**src/rtl/mexp_pkg.sv**
```systemverilog
`timescale 1ns / 1ps
// ----------------------------------------------------------------------------
// mexp_pkg
// shared constants, state encoding and control/status bundles
// ----------------------------------------------------------------------------
package mexp_pkg;

    localparam int MOD_WIDTH_DEF = 32;
    localparam int EXP_WIDTH_DEF = 63;
    localparam int BASE_WIDTH    = 63;

    localparam logic [63:0] MODULUS_RESET = 64'd1000000007;

    typedef enum logic [2:0] {
        ST_IDLE,
        ST_REDUCE,
        ST_CHECK,
        ST_MUL_R,
        ST_WB_R,
        ST_MUL_B,
        ST_WB_B,
        ST_FINISH
    } state_t;

    typedef struct packed {
        logic load;
        logic reduce_step;
        logic start_r;
        logic start_b;
        logic mul_step;
        logic store_r;
        logic store_b;
        logic out_load;
    } cmd_t;

    typedef struct packed {
        logic cnt_zero;
        logic e_zero;
        logic e_lsb;
        logic e_rest_zero;
        logic out_busy;
    } status_t;

endpackage

```
**src/rtl/modular_exponentiation_top.sv**
```systemverilog
`timescale 1ns / 1ps
// sequence: base reduction, then per exponent bit a check state, a multiply when
//   the bit is set and a square (skipped after the top set bit), then the output load
// throughput: one item at a time, set by the single bit-serial modular multiplier
// reset: rst_n asynchronous active low, modulus returns to 1000000007, output empty
// ----------------------------------------------------------------------------
// modular_exponentiation_top
// base^exponent mod modulus by right-to-left square-and-multiply
// ----------------------------------------------------------------------------
module modular_exponentiation_top #(
    parameter int MOD_WIDTH = mexp_pkg::MOD_WIDTH_DEF,
    parameter int EXP_WIDTH = mexp_pkg::EXP_WIDTH_DEF
) (
    input  logic                 clk,
    input  logic                 rst_n,
    // slave side: base_value, exponent
    input  logic                 s_axis_tvalid,
    output logic                 s_axis_tready,
    input  logic [((mexp_pkg::BASE_WIDTH+EXP_WIDTH+7)/8)*8-1:0] s_axis_tdata,
    // master side: power_result
    output logic                 m_axis_tvalid,
    input  logic                 m_axis_tready,
    output logic [((MOD_WIDTH+7)/8)*8-1:0] m_axis_tdata,
    // modulus write
    input  logic                 cfg_valid,
    output logic                 cfg_ready,
    input  logic [MOD_WIDTH-1:0] cfg_data
);

    localparam int BW    = mexp_pkg::BASE_WIDTH;
    localparam int OUT_W = ((MOD_WIDTH + 7) / 8) * 8;

    mexp_pkg::cmd_t       cmd;
    mexp_pkg::status_t    status;
    logic [MOD_WIDTH-1:0] result;

    assign cfg_ready = 1'b1;

    mexp_ctrl u_ctrl (
        .clk      (clk),
        .rst_n    (rst_n),
        .in_valid (s_axis_tvalid),
        .in_ready (s_axis_tready),
        .status   (status),
        .cmd      (cmd)
    );

    mexp_dp #(
        .MOD_WIDTH (MOD_WIDTH),
        .EXP_WIDTH (EXP_WIDTH)
    ) u_dp (
        .clk       (clk),
        .rst_n     (rst_n),
        .cfg_we    (cfg_valid),
        .cfg_value (cfg_data),
        .base_in   (s_axis_tdata[BW-1:0]),
        .exp_in    (s_axis_tdata[BW+EXP_WIDTH-1:BW]),
        .cmd       (cmd),
        .status    (status),
        .out_valid (m_axis_tvalid),
        .out_ready (m_axis_tready),
        .out_value (result)
    );

    assign m_axis_tdata = OUT_W'(result);

endmodule

```
**src/rtl/mexp_ctrl.sv**
```systemverilog
`timescale 1ns / 1ps
// ----------------------------------------------------------------------------
// mexp_ctrl
// sequencer for base reduction and square-and-multiply over the exponent
// ----------------------------------------------------------------------------
module mexp_ctrl (
    input  logic              clk,
    input  logic              rst_n,
    input  logic              in_valid,
    output logic              in_ready,
    input  mexp_pkg::status_t status,
    output mexp_pkg::cmd_t    cmd
);

    mexp_pkg::state_t state_reg;
    mexp_pkg::state_t state_next;

    always_ff @(posedge clk or negedge rst_n)
    begin
        if (!rst_n)
        begin
            state_reg <= mexp_pkg::ST_IDLE;
        end
        else
        begin
            state_reg <= state_next;
        end
    end

    always_comb
    begin
        state_next = state_reg;
        cmd        = '0;
        in_ready   = 1'b0;
        case (state_reg)
            mexp_pkg::ST_IDLE:
            begin
                in_ready = 1'b1;
                if (in_valid)
                begin
                    cmd.load   = 1'b1;
                    state_next = mexp_pkg::ST_REDUCE;
                end
            end
            mexp_pkg::ST_REDUCE:
            begin
                cmd.reduce_step = 1'b1;
                if (status.cnt_zero)
                begin
                    state_next = mexp_pkg::ST_CHECK;
                end
            end
            mexp_pkg::ST_CHECK:
            begin
                if (status.e_zero)
                begin
                    state_next = mexp_pkg::ST_FINISH;
                end
                else if (status.e_lsb)
                begin
                    cmd.start_r = 1'b1;
                    state_next  = mexp_pkg::ST_MUL_R;
                end
                else
                begin
                    cmd.start_b = 1'b1;
                    state_next  = mexp_pkg::ST_MUL_B;
                end
            end
            mexp_pkg::ST_MUL_R:
            begin
                cmd.mul_step = 1'b1;
                if (status.cnt_zero)
                begin
                    state_next = mexp_pkg::ST_WB_R;
                end
            end
            mexp_pkg::ST_WB_R:
            begin
                cmd.store_r = 1'b1;
                if (status.e_rest_zero)
                begin
                    state_next = mexp_pkg::ST_FINISH;
                end
                else
                begin
                    cmd.start_b = 1'b1;
                    state_next  = mexp_pkg::ST_MUL_B;
                end
            end
            mexp_pkg::ST_MUL_B:
            begin
                cmd.mul_step = 1'b1;
                if (status.cnt_zero)
                begin
                    state_next = mexp_pkg::ST_WB_B;
                end
            end
            mexp_pkg::ST_WB_B:
            begin
                cmd.store_b = 1'b1;
                state_next  = mexp_pkg::ST_CHECK;
            end
            mexp_pkg::ST_FINISH:
            begin
                if (!status.out_busy)
                begin
                    cmd.out_load = 1'b1;
                    state_next   = mexp_pkg::ST_IDLE;
                end
            end
            default:
            begin
                state_next = mexp_pkg::ST_IDLE;
            end
        endcase
    end

endmodule

```
**src/rtl/mexp_dp.sv**
```systemverilog
`timescale 1ns / 1ps
// ----------------------------------------------------------------------------
// mexp_dp
// modulus register, restoring reduction, bit-serial modular multiplier,
// exponent shifter and output register
// ----------------------------------------------------------------------------
module mexp_dp #(
    parameter int MOD_WIDTH = mexp_pkg::MOD_WIDTH_DEF,
    parameter int EXP_WIDTH = mexp_pkg::EXP_WIDTH_DEF
) (
    input  logic                            clk,
    input  logic                            rst_n,
    input  logic                            cfg_we,
    input  logic [MOD_WIDTH-1:0]            cfg_value,
    input  logic [mexp_pkg::BASE_WIDTH-1:0] base_in,
    input  logic [EXP_WIDTH-1:0]            exp_in,
    input  mexp_pkg::cmd_t                  cmd,
    output mexp_pkg::status_t               status,
    output logic                            out_valid,
    input  logic                            out_ready,
    output logic [MOD_WIDTH-1:0]            out_value
);

    localparam int BW    = mexp_pkg::BASE_WIDTH;
    localparam int STEPS = (BW > MOD_WIDTH) ? BW : MOD_WIDTH;
    localparam int CNT_W = $clog2(STEPS);
    localparam logic [MOD_WIDTH-1:0] MOD_RESET = mexp_pkg::MODULUS_RESET[MOD_WIDTH-1:0];

    logic [MOD_WIDTH-1:0] mod_reg, mod_next;
    logic                 out_valid_reg, out_valid_next;
    logic [MOD_WIDTH-1:0] out_reg, out_next;
    logic [BW-1:0]        base_reg, base_next;
    logic [EXP_WIDTH-1:0] e_reg, e_next;
    logic [MOD_WIDTH-1:0] b_reg, b_next;
    logic [MOD_WIDTH-1:0] r_reg, r_next;
    logic [MOD_WIDTH-1:0] acc_reg, acc_next;
    logic [MOD_WIDTH-1:0] x_reg, x_next;
    logic [MOD_WIDTH-1:0] y_reg, y_next;
    logic [CNT_W-1:0]     cnt_reg, cnt_next;

    logic [MOD_WIDTH-1:0] m_eff;
    logic [MOD_WIDTH:0]   red_t;
    logic [MOD_WIDTH:0]   red_m;
    logic [MOD_WIDTH-1:0] red_res;
    logic [MOD_WIDTH+1:0] mul_s;
    logic [MOD_WIDTH+1:0] mul_m1;
    logic [MOD_WIDTH+1:0] mul_m2;
    logic [MOD_WIDTH+1:0] mul_sel;

    assign m_eff = (mod_reg == '0) ? {{(MOD_WIDTH-1){1'b0}}, 1'b1} : mod_reg;

    // restoring reduction step, remainder stays below the modulus
    assign red_t   = {b_reg, base_reg[BW-1]};
    assign red_m   = {1'b0, m_eff};
    assign red_res = (red_t >= red_m) ? MOD_WIDTH'(red_t - red_m) : red_t[MOD_WIDTH-1:0];

    // interleaved multiply step: 2*acc + bit*x lies below three times the modulus
    assign mul_s  = {1'b0, acc_reg, 1'b0}
                  + (y_reg[MOD_WIDTH-1] ? {2'b00, x_reg} : '0);
    assign mul_m1 = {2'b00, m_eff};
    assign mul_m2 = {1'b0, m_eff, 1'b0};

    always_comb
    begin
        if (mul_s >= mul_m2)
        begin
            mul_sel = mul_s - mul_m2;
        end
        else if (mul_s >= mul_m1)
        begin
            mul_sel = mul_s - mul_m1;
        end
        else
        begin
            mul_sel = mul_s;
        end
    end

    always_comb
    begin
        mod_next       = cfg_we ? cfg_value : mod_reg;
        out_valid_next = out_valid_reg;
        out_next       = out_reg;
        base_next      = base_reg;
        e_next         = e_reg;
        b_next         = b_reg;
        r_next         = r_reg;
        acc_next       = acc_reg;
        x_next         = x_reg;
        y_next         = y_reg;
        cnt_next       = cnt_reg;

        if (out_valid_reg && out_ready)
        begin
            out_valid_next = 1'b0;
        end
        if (cmd.out_load)
        begin
            out_valid_next = 1'b1;
            out_next       = r_reg;
        end

        if (cmd.load)
        begin
            base_next = base_in;
            e_next    = exp_in;
            b_next    = '0;
            r_next    = {{(MOD_WIDTH-1){1'b0}}, 1'b1};
            cnt_next  = CNT_W'(BW - 1);
        end

        if (cmd.reduce_step)
        begin
            b_next    = red_res;
            base_next = base_reg << 1;
            cnt_next  = cnt_reg - 1'b1;
        end

        if (cmd.start_r || cmd.start_b)
        begin
            x_next   = cmd.start_r ? r_reg : b_reg;
            y_next   = b_reg;
            acc_next = '0;
            cnt_next = CNT_W'(MOD_WIDTH - 1);
        end

        if (cmd.mul_step)
        begin
            acc_next = mul_sel[MOD_WIDTH-1:0];
            y_next   = y_reg << 1;
            cnt_next = cnt_reg - 1'b1;
        end

        if (cmd.store_r)
        begin
            r_next = acc_reg;
        end

        if (cmd.store_b)
        begin
            b_next = acc_reg;
            e_next = e_reg >> 1;
        end
    end

    always_ff @(posedge clk or negedge rst_n)
    begin
        if (!rst_n)
        begin
            mod_reg       <= MOD_RESET;
            out_valid_reg <= 1'b0;
        end
        else
        begin
            mod_reg       <= mod_next;
            out_valid_reg <= out_valid_next;
        end
    end

    always_ff @(posedge clk)
    begin
        out_reg  <= out_next;
        base_reg <= base_next;
        e_reg    <= e_next;
        b_reg    <= b_next;
        r_reg    <= r_next;
        acc_reg  <= acc_next;
        x_reg    <= x_next;
        y_reg    <= y_next;
        cnt_reg  <= cnt_next;
    end

    assign status.cnt_zero    = (cnt_reg == '0);
    assign status.e_zero      = (e_reg == '0);
    assign status.e_lsb       = e_reg[0];
    assign status.e_rest_zero = ((e_reg >> 1) == '0);
    assign status.out_busy    = out_valid_reg && !out_ready;

    assign out_valid = out_valid_reg;
    assign out_value = out_reg;

endmodule
```
**config.mk**
```make
export PLATFORM = sky130hd
export DESIGN_NAME = modular_exponentiation_top
export DESIGN_NICKNAME = d
export VERILOG_FILES = /design/src/rtl/mexp_pkg.sv /design/src/rtl/modular_exponentiation_top.sv /design/src/rtl/mexp_ctrl.sv /design/src/rtl/mexp_dp.sv
export SDC_FILE = /design/constraint.sdc
export NUM_CORES = 1
export LEC_CHECK = 0
export BUFFER_PORTS_ARGS = -buffer_cell sky130_fd_sc_hd__clkbuf_2
export CAP_MARGIN = 15
export CORE_ASPECT_RATIO = 0.8
export CORE_UTILIZATION = 35
export DETAILED_ROUTE_END_ITERATION = 16
export GPL_ROUTABILITY_DRIVEN = 0
export HOLD_SLACK_MARGIN = 0.05
export RECOVER_POWER = 25
export SETUP_SLACK_MARGIN = 0.15
export SLEW_MARGIN = 20
export SYNTH_ARGS = -nofsm -noshare
export SYNTH_HDL_FRONTEND = slang
export SYNTH_HIERARCHICAL = 1
export SYNTH_SLANG_ARGS = --single-unit
```
**constraint.sdc**
```tcl
create_clock -name clk -period 7.3 [get_ports clk]
set_clock_uncertainty 0.2 [all_clocks]
set_input_delay 1.46 -clock clk [delete_from_list [all_inputs] [get_ports clk]]
set_output_delay 1.46 -clock clk [all_outputs]
set_load 0.05 [all_outputs]
```
==> flow_summary.yaml, run 1 <==
placed_design:
  place_hpwl_um: 50400
  portBuffers: 196
hold_path:
  worst_hold_path_type: "register to register"
  min-delay-start: "u_dp/r_reg[19]"
detailed_routing:
  drt_iter0_drc: 2109
  wl_um: 67600
  wire_per_inst_um: 21.0
  drc_errors: 10
  postRouteAntennaNets: 0
  num_vias: 18300
  routed_via_density: 5.68
  dr.pass1.iters: 12
worst_setup_path:
  path_cells: "buf_12, nand2_1, inv_1, ha_1, a211oi_1, nor3_2, o2111ai_1, a31oi_1, o21ai_0, a211oi_1, nor4_1, nor2_1, ha_1, a21o_1, a21o_1, a21o_1, a21o_1, a211oi_1, o21ai_0, nor3_4, a211oi_1, a211oi_1"
  slowest_delay_ns: 0.62
  critPathTopFamily: "compound AO/OA/AOI/OAI gates"
  cp.arrival_ns: 6.91
  crit_buf_inv: 2
  end_kind: "register"
  crit_path_top_delay_cell: "nor3_4"
  worstPathRequired_ns: 7.44
  crit_path_max_fanout: 19
  r2r_slack_ns: 0.53
  r2r_start: "u_dp/y_reg[31]"
  crit_type: "register to register"
  cp-start-kind: "register"
  critical_path.startpoint: "u_dp/y_reg[31]"
  crit_top_cell: "a211oi_1"
logic_synthesis:
  synth_seq_cells: 360
  synth.top_cells.by_area: "edfxtp_1 (42%), ha_1 (7.1%), mux2_2 (4.7%)"
  yosysWarnings: 6
  async_flop_share_pct: 10.0
  syn_area_sq_um: 22900
  synthCells: 2179
  yosysSeqAreaShare_pct: 46.5
  synth_top_area_share_pct: 42.2
  synth.largest_area_cell: "edfxtp_1"
  syn_area_per_cell_sq_um: 10.5
  ys.flop_type: "edfxtp_1"
  synth_edf_count: 321
  syn-num-nets: 2477
  yosysUniqueCellTypes: 90
sta:
  fin_crit_sh_pct: 92.7
  setup_tns_ns: 0
  rsz0062_at_grt: "false"
  hold_viol_final: 0
  drv_slew: 216
  timing.final.crit_period_ns: 6.77
  setup_viol_count_final: 0
  whs_ns: 0.245
  clock.fmax_ghz: 0.148
  relSlewSlack_pct: -98.3
  worst_slew_pin_slew_ns: 2.97
cells_and_area:
  regArea_sq_um: 10600
  layout_commonest_cell: "edfxtp_1"
  finalNetCount: 2644
  layout-drive-gt1-share_pct: 17.5
  area_growth_syn_to_layout_pct: 14.0
  fill_cells: 6243
  multi_input_area_sq_um: 11500
  layout_common_cells: "edfxtp_1 (321), nand2_1 (230), clkbuf_2 (177)"
  diodes: 0
die:
  core_sq_um: 64400
  die-area_sq_um: 66300
  die_y_um: 231
  core.rowCount: 83
  fp.dieW_um: 288
  start_util_pct: 35.5
  io_pins: 200
global_routing:
  antenna_found_initial: 2
  grt_pass1_wl_um: 104000
  grt_pass1_vias: 17700
  grt_max_degree: 68
  gr-usage-all-layers_pct: 20.1
  grt-ovfl-total: 0
clocking:
  postCtsHoldBufs: 0
  numCtsBuffers: 40
  clockBufferDepth: 3
  cts_root_buf: "clkbuf_16"
  cts_sinks: 360
  insertion_delay_ns: 0.57
  htreeDepth: 2
  cts_tree: "built"
  clk_pin_slew_ns: 0.06
outcome:
  violations: "design-rule violations, max-capacitance violations, max-slew violations"
  status: "finished, violations left"
run:
  drv_cap: 5
[what timing repair did]
action                     in CTS  in global routing
setup endpoints to repair       0                  7
hold endpoints to repair        0                  0
gates resized for setup         0                  0
setup buffers                   0                  1
[area by class of cell]
| class | count | area share (%) |
|---|---|---|
| timing repair buffer | 231 | 4.86 |
| tap | 850 | 4.08 |
| sequential | 360 | 40.8 |
| clock inverter | 15 | 0.447 |
| multi-input combinational | 1632 | 44.2 |
| clock buffer | 58 | 4.43 |
| inverter | 81 | 1.17 |
[cells by family after synthesis]
group	Yosys count	synth area share, %
other cells	1	0.0164
buf+inv	187	3.22
fa+ha+maj	133	7.41
flops	360	46.5
simple gates	624	13.6
xor+xnor	99	3.79
compound gates	628	18.5
mux	147	6.96
[metal layers]
layer,GRT usage [%],routed length [um],vias up
met2,29.6,28700,760
met1,29.1,31400,8832
li1,-,-,8593
met3,4.18,5720,125
met4,6.18,1810,4
met5,0,25,-
[synth_stat cells (all sizes together) (10+ instances only)]
cell type  number
a211oi         31
a21o           60
a21oi         125
a22o           62
and2           74
and3           19
buf            18
clkbuf         88
dfrtp          20
dfstp          16
edfxtp        321
ha            129
inv            79
mux2           96
mux2i          51
nand2         231
nand2b         20
nand3          28
nand4          25
nor2           97
nor2b          23
nor3           24
nor4           31
o211ai         18
o21a           13
o21ai         160
o21bai         13
o22ai          17
o31ai          21
or2            10
or3            12
xnor2          62
xor2           37
[worst paths after layout]
kind                                        to  cells past startpoint
max                           u_dp/acc_reg[24]                     22
min                         u_dp/out_value[19]                      0
max reg2reg                   u_dp/acc_reg[24]                     22
min reg2reg                 u_dp/out_value[19]                      0
max in group asynchronous  u_ctrl/state_reg[1]                      1
min in group asynchronous  u_ctrl/state_reg[2]                      1
[per-stage QoR]
stage / util (%) / instance area, sq um / setup slack (ns) / instances
2_1_floorplan: - / 22900 / 2.06 / 2179
3_3_place_gp: 38.5 / 24800 / 0.660 / 3152
3_5_place_dp: 38.5 / 24800 / 0.591 / 3153
4_1_cts: 40.5 / 26100 / 0.535 / 3226
5_1_grt: 40.5 / 26000 / 0.355 / 3227
6_report: 40.5 / 26000 / 0.533 / 3227
Power of run 1 is not shown: default switching activity piles up to over one toggle a cycle in this logic, so the estimate is an artifact.
==> run 2: changes to the inputs <==
CORE_UTILIZATION = 45   (was 35)
==> run 2 against run 1 <==
Compared with the run above:
- worst setup slack better by 0.072 ns
- hold slack gained 0.0023 ns
- fmax is 1.1% higher
- the run ends with max-capacitance violations, max-slew violations left
- critical endpoint is now u_dp/acc_reg[17]
- non-clock buffer count is 5 lower
- largest cell class unchanged
==> flow_summary.yaml, run 2 (synthesized netlist as in run 1, its figures left out) <==
outcome:
  status: "finished, violations left"
  violations: "max-capacitance violations, max-slew violations"
clocking:
  clk_pin_slew_ns: 0.06
  htreeDepth: 2
  numCtsBuffers: 39
  postCtsHoldBufs: 0
  post_cts.repair.setup_buffers: 0
  clockBufferDepth: 3
  insertion_delay_ns: 0.56
  cts_sinks: 360
  ctsResizeCount: 0
  cts_tree: "built"
  cts_root_buf: "clkbuf_16"
detailed_routing:
  postRouteAntennaNets: 0
  num_vias: 18000
  met2WireLength_um: 27200
  wl_met1_um: 30300
  routed_via_density: 5.93
  wl_um: 64700
  top_layer: "met4"
  wl_met3_um: 5200
  drc_errors: 0
  drt_iter0_drc: 1408
  dr.pass1.iters: 6
  wire_per_inst_um: 21.3
placed_design:
  portBuffers: 196
  place_hpwl_um: 48000
global_routing:
  grt_pass1_wl_um: 98500
  grt_max_degree: 78
  antenna_found_initial: 0
  grt_pass1_vias: 17200
  grt-ovfl-total: 0
  gr-usage-all-layers_pct: 24.8
sta:
  worst_slew_pin_slew_ns: 3.53
  timing.final.crit_period_ns: 6.69
  clock.fmax_ghz: 0.149
  rsz0062_at_grt: "false"
  setup_tns_ns: 0
  fin_crit_sh_pct: 91.7
  setup_viol_count_final: 0
  relSlewSlack_pct: -135
  drv_slew: 305
  hold_viol_final: 0
worst_setup_path:
  worstPathRequired_ns: 7.40
  cp-start-kind: "register"
  crit_type: "register to register"
  crit_path_max_fanout: 24
  end_kind: "register"
  cp.arrival_ns: 6.79
die:
  core.rowCount: 73
  core_sq_um: 49900
  die-area_sq_um: 51700
  die_y_um: 204
  fp.dieW_um: 254
  start_util_pct: 45.8
  io_pins: 200
cells_and_area:
  layout_common_cells: "edfxtp_1 (321), nand2_1 (230), clkbuf_2 (180)"
  fill_cells: 4560
  finalNetCount: 2638
  area_growth_syn_to_layout_pct: 12.8
  layout_commonest_cell: "edfxtp_1"
  layout-drive-gt1-share_pct: 17.3
hold_path:
  worst_hold_path_type: "register to register"
run:
  drv_cap: 6
[run 2: per-layer routing]
metal / global-route usage (%) / vias to the layer above
met5: 0 / -
met4: 8.30 / 0
met3: 4.72 / 124
met2: 36.5 / 754
met1: 36.4 / 8599
li1: - / 8567
[run 2: worst max-delay path, stage by stage (launching register included)]
cell       delay (ns)
edfxtp_1         0.62
buf_4            0.27
and2_1           0.14
ha_1             0.24
a211oi_1         0.39
nor3_2           0.13
o2111ai_1        0.36
a31oi_1          0.22
o21ai_0          0.38
a21oi_1          0.13
a41oi_1          0.27
nand2_1          0.19
ha_1             0.44
nand4_1          0.23
or4_1            0.56
or3_1            0.38
a21oi_1          0.16
a211oi_1         0.07
o21a_1           0.14
nand3_2          0.15
buf_12           0.22
nor2_1           0.13
a221o_1          0.38
[run 2: path summary, 6_finish.rpt]
kind	startpoint	to	slack, ns	depth (start not counted)
max reg2reg	u_dp/y_reg[31]	u_dp/acc_reg[17]	0.61	22
max	u_dp/y_reg[31]	u_dp/acc_reg[17]	0.61	22
max in group asynchronous	rst_n	u_dp/mod_reg[3]	3.96	2
min in group asynchronous	rst_n	u_dp/mod_reg[22]	1.54	2
min reg2reg	u_dp/r_reg[30]	u_dp/out_value[30]	0.25	0
min	u_dp/r_reg[30]	u_dp/out_value[30]	0.25	0
[run 2: final cells by class]
type | count | area (sq um) | share of cell area, %
diodes | 1 | 2.50 | 0.00971
clock buffers | 55 | 1150 | 4.47
clock inverters | 15 | 146 | 0.568
inverters | 81 | 304 | 1.18
multi-input cells | 1632 | 11500 | 44.7
flip-flops and latches | 360 | 10600 | 41.2
well taps | 675 | 845 | 3.28
repair buffers | 226 | 1180 | 4.56
[run 2: metrics by stage]
| step | setup slack, ns | util [%] | hold slack (ns) | area (sq um) | instances |
|---|---|---|---|---|---|
| 2_1_floorplan | 2.06 | - | 0.220 | 22900 | 2179 |
| 3_3_place_gp | 0.946 | 49.2 | 0.238 | 24500 | 2974 |
| 3_5_place_dp | 0.809 | 49.2 | 0.236 | 24500 | 2974 |
| 4_1_cts | 0.760 | 51.8 | 0.250 | 25800 | 3044 |
| 5_1_grt | 0.212 | 51.7 | 0.259 | 25800 | 3044 |
| 6_report | 0.605 | 51.7 | 0.247 | 25800 | 3045 |
Power of run 2 is left out for the same reason.
